### src/design/integral_image_box_average_unit_defines.svh
// Assertion macros shared by the integral image box average unit.
// Depends on nothing; included by the files that assert.
`ifndef INTEGRAL_IMAGE_BOX_AVERAGE_UNIT_DEFINES_SVH
`define INTEGRAL_IMAGE_BOX_AVERAGE_UNIT_DEFINES_SVH
// Property that must hold at every clock edge outside reset.
`define IIBA_ASSERT(label, prop, msg) \
  label: assert property (@(posedge clk) disable iff (!rst_n) (prop)) else $error(msg);
// Implication checked in the cycle after the antecedent.
`define IIBA_ASSERT_NEXT(label, ante, cons, msg) \
  label: assert property (@(posedge clk) disable iff (!rst_n) (ante) |=> (cons)) else $error(msg);
`endif

### src/design/iiba_pkg.sv
// Package for the integral image box average unit: types, constants, codes.
// Depends on nothing.
`default_nettype none
package iiba_pkg;
  localparam int unsigned DefMaxWidth  = 128;
  localparam int unsigned DefMaxHeight = 128;
  localparam int unsigned SumW = 32;
  localparam int unsigned PixW = 16;
  localparam int unsigned CfgW = 8;
  localparam int unsigned CoordW = 7;
  localparam int unsigned AvgW = 16;

  localparam logic [1:0] CfgWidth  = 2'd0;
  localparam logic [1:0] CfgHeight = 2'd1;
  localparam logic [1:0] CfgBox    = 2'd2;

  localparam logic ActLoad  = 1'b0;
  localparam logic ActQuery = 1'b1;

  typedef enum logic [3:0] {
    ST_IDLE, ST_LD_RD, ST_LD_WAIT, ST_LD_WR,
    ST_Q_SETUP, ST_Q_RD, ST_Q_ACC, ST_Q_DIV, ST_Q_OUT
  } iiba_state_t;

  // Commands from the controller to the datapath.
  typedef struct packed {
    logic capture;   // register the accepted item
    logic ld_rd;     // issue the read of the upper neighbour
    logic ld_wr;     // update left sum and write the entry
    logic q_setup;   // compute clamped window bounds
    logic q_rd;      // issue corner read, corner index below
    logic [1:0] corner;
    logic q_acc;     // accumulate the corner read last cycle
    logic acc_clr;
    logic div_start;
    logic out_load;
  } iiba_cmd_t;

  typedef struct packed {
    logic in_image;  // captured load lies inside the image
    logic div_done;
  } iiba_stat_t;
endpackage
`default_nettype wire

### src/design/iiba_ctrl.sv
// Controller state machine sequencing loads and queries, and the output register.
// Depends on iiba_pkg and the assertion macro header.
`default_nettype none
`include "integral_image_box_average_unit_defines.svh"
module iiba_ctrl
  import iiba_pkg::*;
(
  input  wire logic clk,
  input  wire logic rst_n,
  input  wire logic in_valid,
  output logic      in_stall,
  output logic      out_valid,
  input  wire logic out_stall,
  input  wire logic act,
  input  wire iiba_stat_t stat,
  output iiba_cmd_t cmd
);
  iiba_state_t state_r, state_nxt;
  logic [1:0] k_r, k_nxt;
  logic ov_r, ov_nxt;

  always_ff @(posedge clk) begin
    if (!rst_n) begin
      state_r <= ST_IDLE;
      k_r <= '0;
      ov_r <= 1'b0;
    end else begin
      state_r <= state_nxt;
      k_r <= k_nxt;
      ov_r <= ov_nxt;
    end
  end

  always_comb begin
    state_nxt = state_r;
    k_nxt = k_r;
    ov_nxt = ov_r;
    cmd = '0;
    in_stall = 1'b1;
    if (ov_r && !out_stall) ov_nxt = 1'b0;
    case (state_r)
      ST_IDLE: begin
        in_stall = 1'b0;
        if (in_valid) begin
          cmd.capture = 1'b1;
          state_nxt = ST_LD_RD;
        end
      end
      ST_LD_RD: begin
        if (act == ActQuery) state_nxt = ST_Q_SETUP;
        else if (!stat.in_image) state_nxt = ST_IDLE;
        else begin
          cmd.ld_rd = 1'b1;
          state_nxt = ST_LD_WR;
        end
      end
      ST_LD_WR: begin
        cmd.ld_wr = 1'b1;
        state_nxt = ST_IDLE;
      end
      ST_Q_SETUP: begin
        cmd.q_setup = 1'b1;
        cmd.acc_clr = 1'b1;
        k_nxt = '0;
        state_nxt = ST_Q_RD;
      end
      ST_Q_RD: begin
        cmd.q_rd = 1'b1;
        cmd.corner = k_r;
        state_nxt = ST_Q_ACC;
      end
      ST_Q_ACC: begin
        cmd.q_acc = 1'b1;
        k_nxt = k_r + 1'b1;
        if (k_r == 2'd3) begin
          state_nxt = ST_Q_DIV;
        end else state_nxt = ST_Q_RD;
      end
      ST_Q_DIV: begin
        cmd.div_start = 1'b1;
        state_nxt = ST_LD_WAIT;
      end
      ST_LD_WAIT: begin
        if (stat.div_done) state_nxt = ST_Q_OUT;
      end
      ST_Q_OUT: begin
        if (!ov_r || !out_stall) begin
          cmd.out_load = 1'b1;
          ov_nxt = 1'b1;
          state_nxt = ST_IDLE;
        end
      end
      default: state_nxt = ST_IDLE;
    endcase
  end

  assign out_valid = ov_r;

  `IIBA_ASSERT(a_accept_idle, !(in_valid && !in_stall) || state_r == ST_IDLE,
    "item accepted outside idle")
  `IIBA_ASSERT_NEXT(a_out_hold, ov_r && out_stall, ov_r, "result dropped while stalled")
  `IIBA_ASSERT_NEXT(a_div_out, state_r == ST_LD_WAIT && stat.div_done,
    state_r == ST_Q_OUT, "divider finish missed")
endmodule
`default_nettype wire
### config.mk
export PLATFORM = sky130hd
export DESIGN_NAME = iiba_ctrl
export DESIGN_NICKNAME = d
export VERILOG_FILES = /design/src/design/iiba_pkg.sv /design/src/design/iiba_ctrl.sv
export VERILOG_INCLUDE_DIRS = /design/src /design/src/design
export SDC_FILE = /design/constraint.sdc
export NUM_CORES = 1
export LEC_CHECK = 0
export BUFFER_PORTS_ARGS = -buffer_cell sky130_fd_sc_hd__buf_2
export CORE_AREA = 3 3 40 42
export DETAILED_ROUTE_END_ITERATION = 7
export DIE_AREA = 0 0 43 45
export PLACE_DENSITY = 0.65
export SETUP_SLACK_MARGIN = 0.2
export SKIP_CTS_REPAIR_TIMING = 1
export SLEW_MARGIN = 20
export SYNTH_ARGS = -nofsm -noshare
export SYNTH_HDL_FRONTEND = slang
export SYNTH_SLANG_ARGS = --single-unit
### constraint.sdc
create_clock -name clk -period 2.3 [get_ports clk]
set_clock_uncertainty 0.05 [all_clocks]
set_input_delay 0 -clock clk [delete_from_list [all_inputs] [get_ports clk]]
set_output_delay 0 -clock clk [all_outputs]
set_load 0.05 [all_outputs]
==> results.toml <==
[yosys]
synth.area.top_cells = "dfxtp_1 (28%), a2111oi_4 (5.4%), nand2b_4 (5.4%)"
synth.distinct_cells = 29
synth_area_um2 = 508
syn_nets = 65
yosysTopAreaCellShare_pct = 27.6
synth_largest_area_cell = "dfxtp_1"
ys_warn_count = 0
ys_seq_elements = 7
syn_inst = 57
synth.avg_cell_area_um2 = 8.91
ys_seq_area_share_pct = 27.6

[layout]
fin_nets = 85
fin_area_um2 = 624
layout_common_cells = "buf_2 (19), dfxtp_1 (7), nand2b_1 (4), nand2_1 (4)"
finalCoreUtilization_pct = 48.6
final_common_cell = "buf_2"
drive_above_1_share_pct = 42.1
nFillCells = 131
multi_input_area_um2 = 327
area_growth_syn_to_layout_pct = 22.9
regArea_um2 = 140
antenna_cells = 0

[cts]
cts_tree = "yes"
cts_buffers = 3
h-tree-depth = 1
numClockSinks = 7
clk_pin_slew_ns = 0.05
worstSkewPairLatency_ns = 0.25
root_buffer = "clkbuf_4"
ctsLongestPathBuffers = 2

[drt]
avgRoutedWirePerCell_um = 11.0
detail_route.wirelength_um = 1000
postRouteAntennaNets = 0
vias = 461
drtPass1Iterations = 4
first_iter_violations = 11
avgViaCountPerCell = 5.07
drc = 0

[global_route]
antenna_found_initial = 0
grt_pass1_vias = 421
grt.overflow.total = 0
grt_pass1_wl_um = 1850
grt_max_degree = 13
grtUsageTotal_pct = 12.8

[sta]
hold_viol_final = 0
report.final.setup_viol = 0
finalWorstSetupSlack_ns = 0.742
post-route-min-period_ns = 1.56
drv_slew = 0
worst_pin_slew_ns = 0.464
finalCritPeriodShare_pct = 67.8
max_slew_margin_pct = 69.1
finalSetupTns_ns = 0
fmax_mhz = 642
rsz0062_at_grt = "false"

[pwr]
p_per_area_nw_per_um2 = 619
total_power_uw = 386
ir_drop_uv = 337
leakage_nw = 0.269

[worst_setup_path]
worst_setup_path_start_kind = "flip-flop"
cp_max_fo = 9
end_kind = "primary output"
cp.required_ns = 2.25
critPathArrivalTime_ns = 1.51
crit_type = "flip-flop to primary output"

[worst_hold_path]
hold_path_class = "input pin to flip-flop"

[floorplanning]
io_pins = 20
fp.dieH_um = 45
core_area_um2 = 1280
fp.dieW_um = 43
num_rows = 13
dieArea_um2 = 1940
start_util_pct = 39.5

[placed_design]
dp_hpwl_um = 793
placed_area_um2 = 588
finalWeightedCongestion = 0.836
dp_slack_ns = 0.960
io_buffers = 19

[status]
status = "complete, no violations"

[run]
cap_violations = 0
## synthesized netlist by cell type
library cell and n:
a2111oi_4 1, a211oi_1 1, a21boi_1 2, a21oi_1 3, and2_1 3, and3_1 1, and3_4 1, buf_2 1
buf_4 3, buf_6 1, dfxtp_1 7, ha_1 1, inv_2 2, mux2i_1 1, nand2_1 4, nand2b_1 4
nand2b_4 2, nand3_1 3, nand4b_1 2, nor2_1 2, nor2_2 2, nor3_1 2, nor3b_1 1, nor3b_4 1
nor4_1 1, o2111ai_1 1, o21a_1 1, o21ai_0 2, o22a_1 1
## logic make-up after synthesis
logic type | Yosys count | share of synthesized area (%)
compound gates | 12 | 19.7
fa+ha+maj | 1 | 2.46
buf+inv | 7 | 9.11
flops | 7 | 27.6
mux | 1 | 1.97
simple gates | 29 | 39.2
## flip-flops by register name, summed over array words and instances (netlist names)
register and cells:
state_r 4, out_valid 1, k_r 2
## metrics by stage
| step | hold slack [ns] | std cells |
|---|---|---|
| 2_1_floorplan | 0.0849 | 57 |
| 3_3_place_gp | 0.213 | 86 |
| 3_5_place_dp | 0.221 | 86 |
| 4_1_cts | -0.0510 | 90 |
| 5_1_grt | 0.0244 | 91 |
| 6_report | 0.0205 | 91 |
## worst max-delay path: stages (launching register included)
cell and delay (ns):
dfxtp_1 0.55, nor3b_4 0.30, and2_1 0.15, buf_2 0.25
## cell type report
class | count | share of cell area, %
timing repair buffer | 20 | 16.8
clock buffer | 4 | 4.21
inverter | 2 | 1.20
sequential | 7 | 22.4
tap | 15 | 3.01
multi-input combinational | 43 | 52.3
## where the power goes
part	switching, mW	internal (mW)
logic	0.0834	0.0437
registers	0.0190	0.128
clock network	0.0461	0.0662
## final timing paths
kind / startpoint / to / slack [ns] / cells past startpoint
setup / recovery: state_r[2]$_SDFFE_PN0P_ / cmd[3] / 0.74 / 3
hold / removal: rst_n / k_r[0]$_SDFFE_PN0P_ / 0.02 / 3
setup reg to reg: state_r[1]$_SDFFE_PN0P_ / state_r[0]$_SDFFE_PN0P_ / 0.95 / 3
hold reg to reg: out_valid$_SDFF_PN0_ / out_valid$_SDFF_PN0_ / 0.44 / 2
## metal layers
layer	track usage [%]	part of all wire (%)
met5	0	0
met4	5.42	0.80
met3	6.37	9.4
met2	19.2	48
met1	15.6	42
Power figures use the tool's default switching activity.
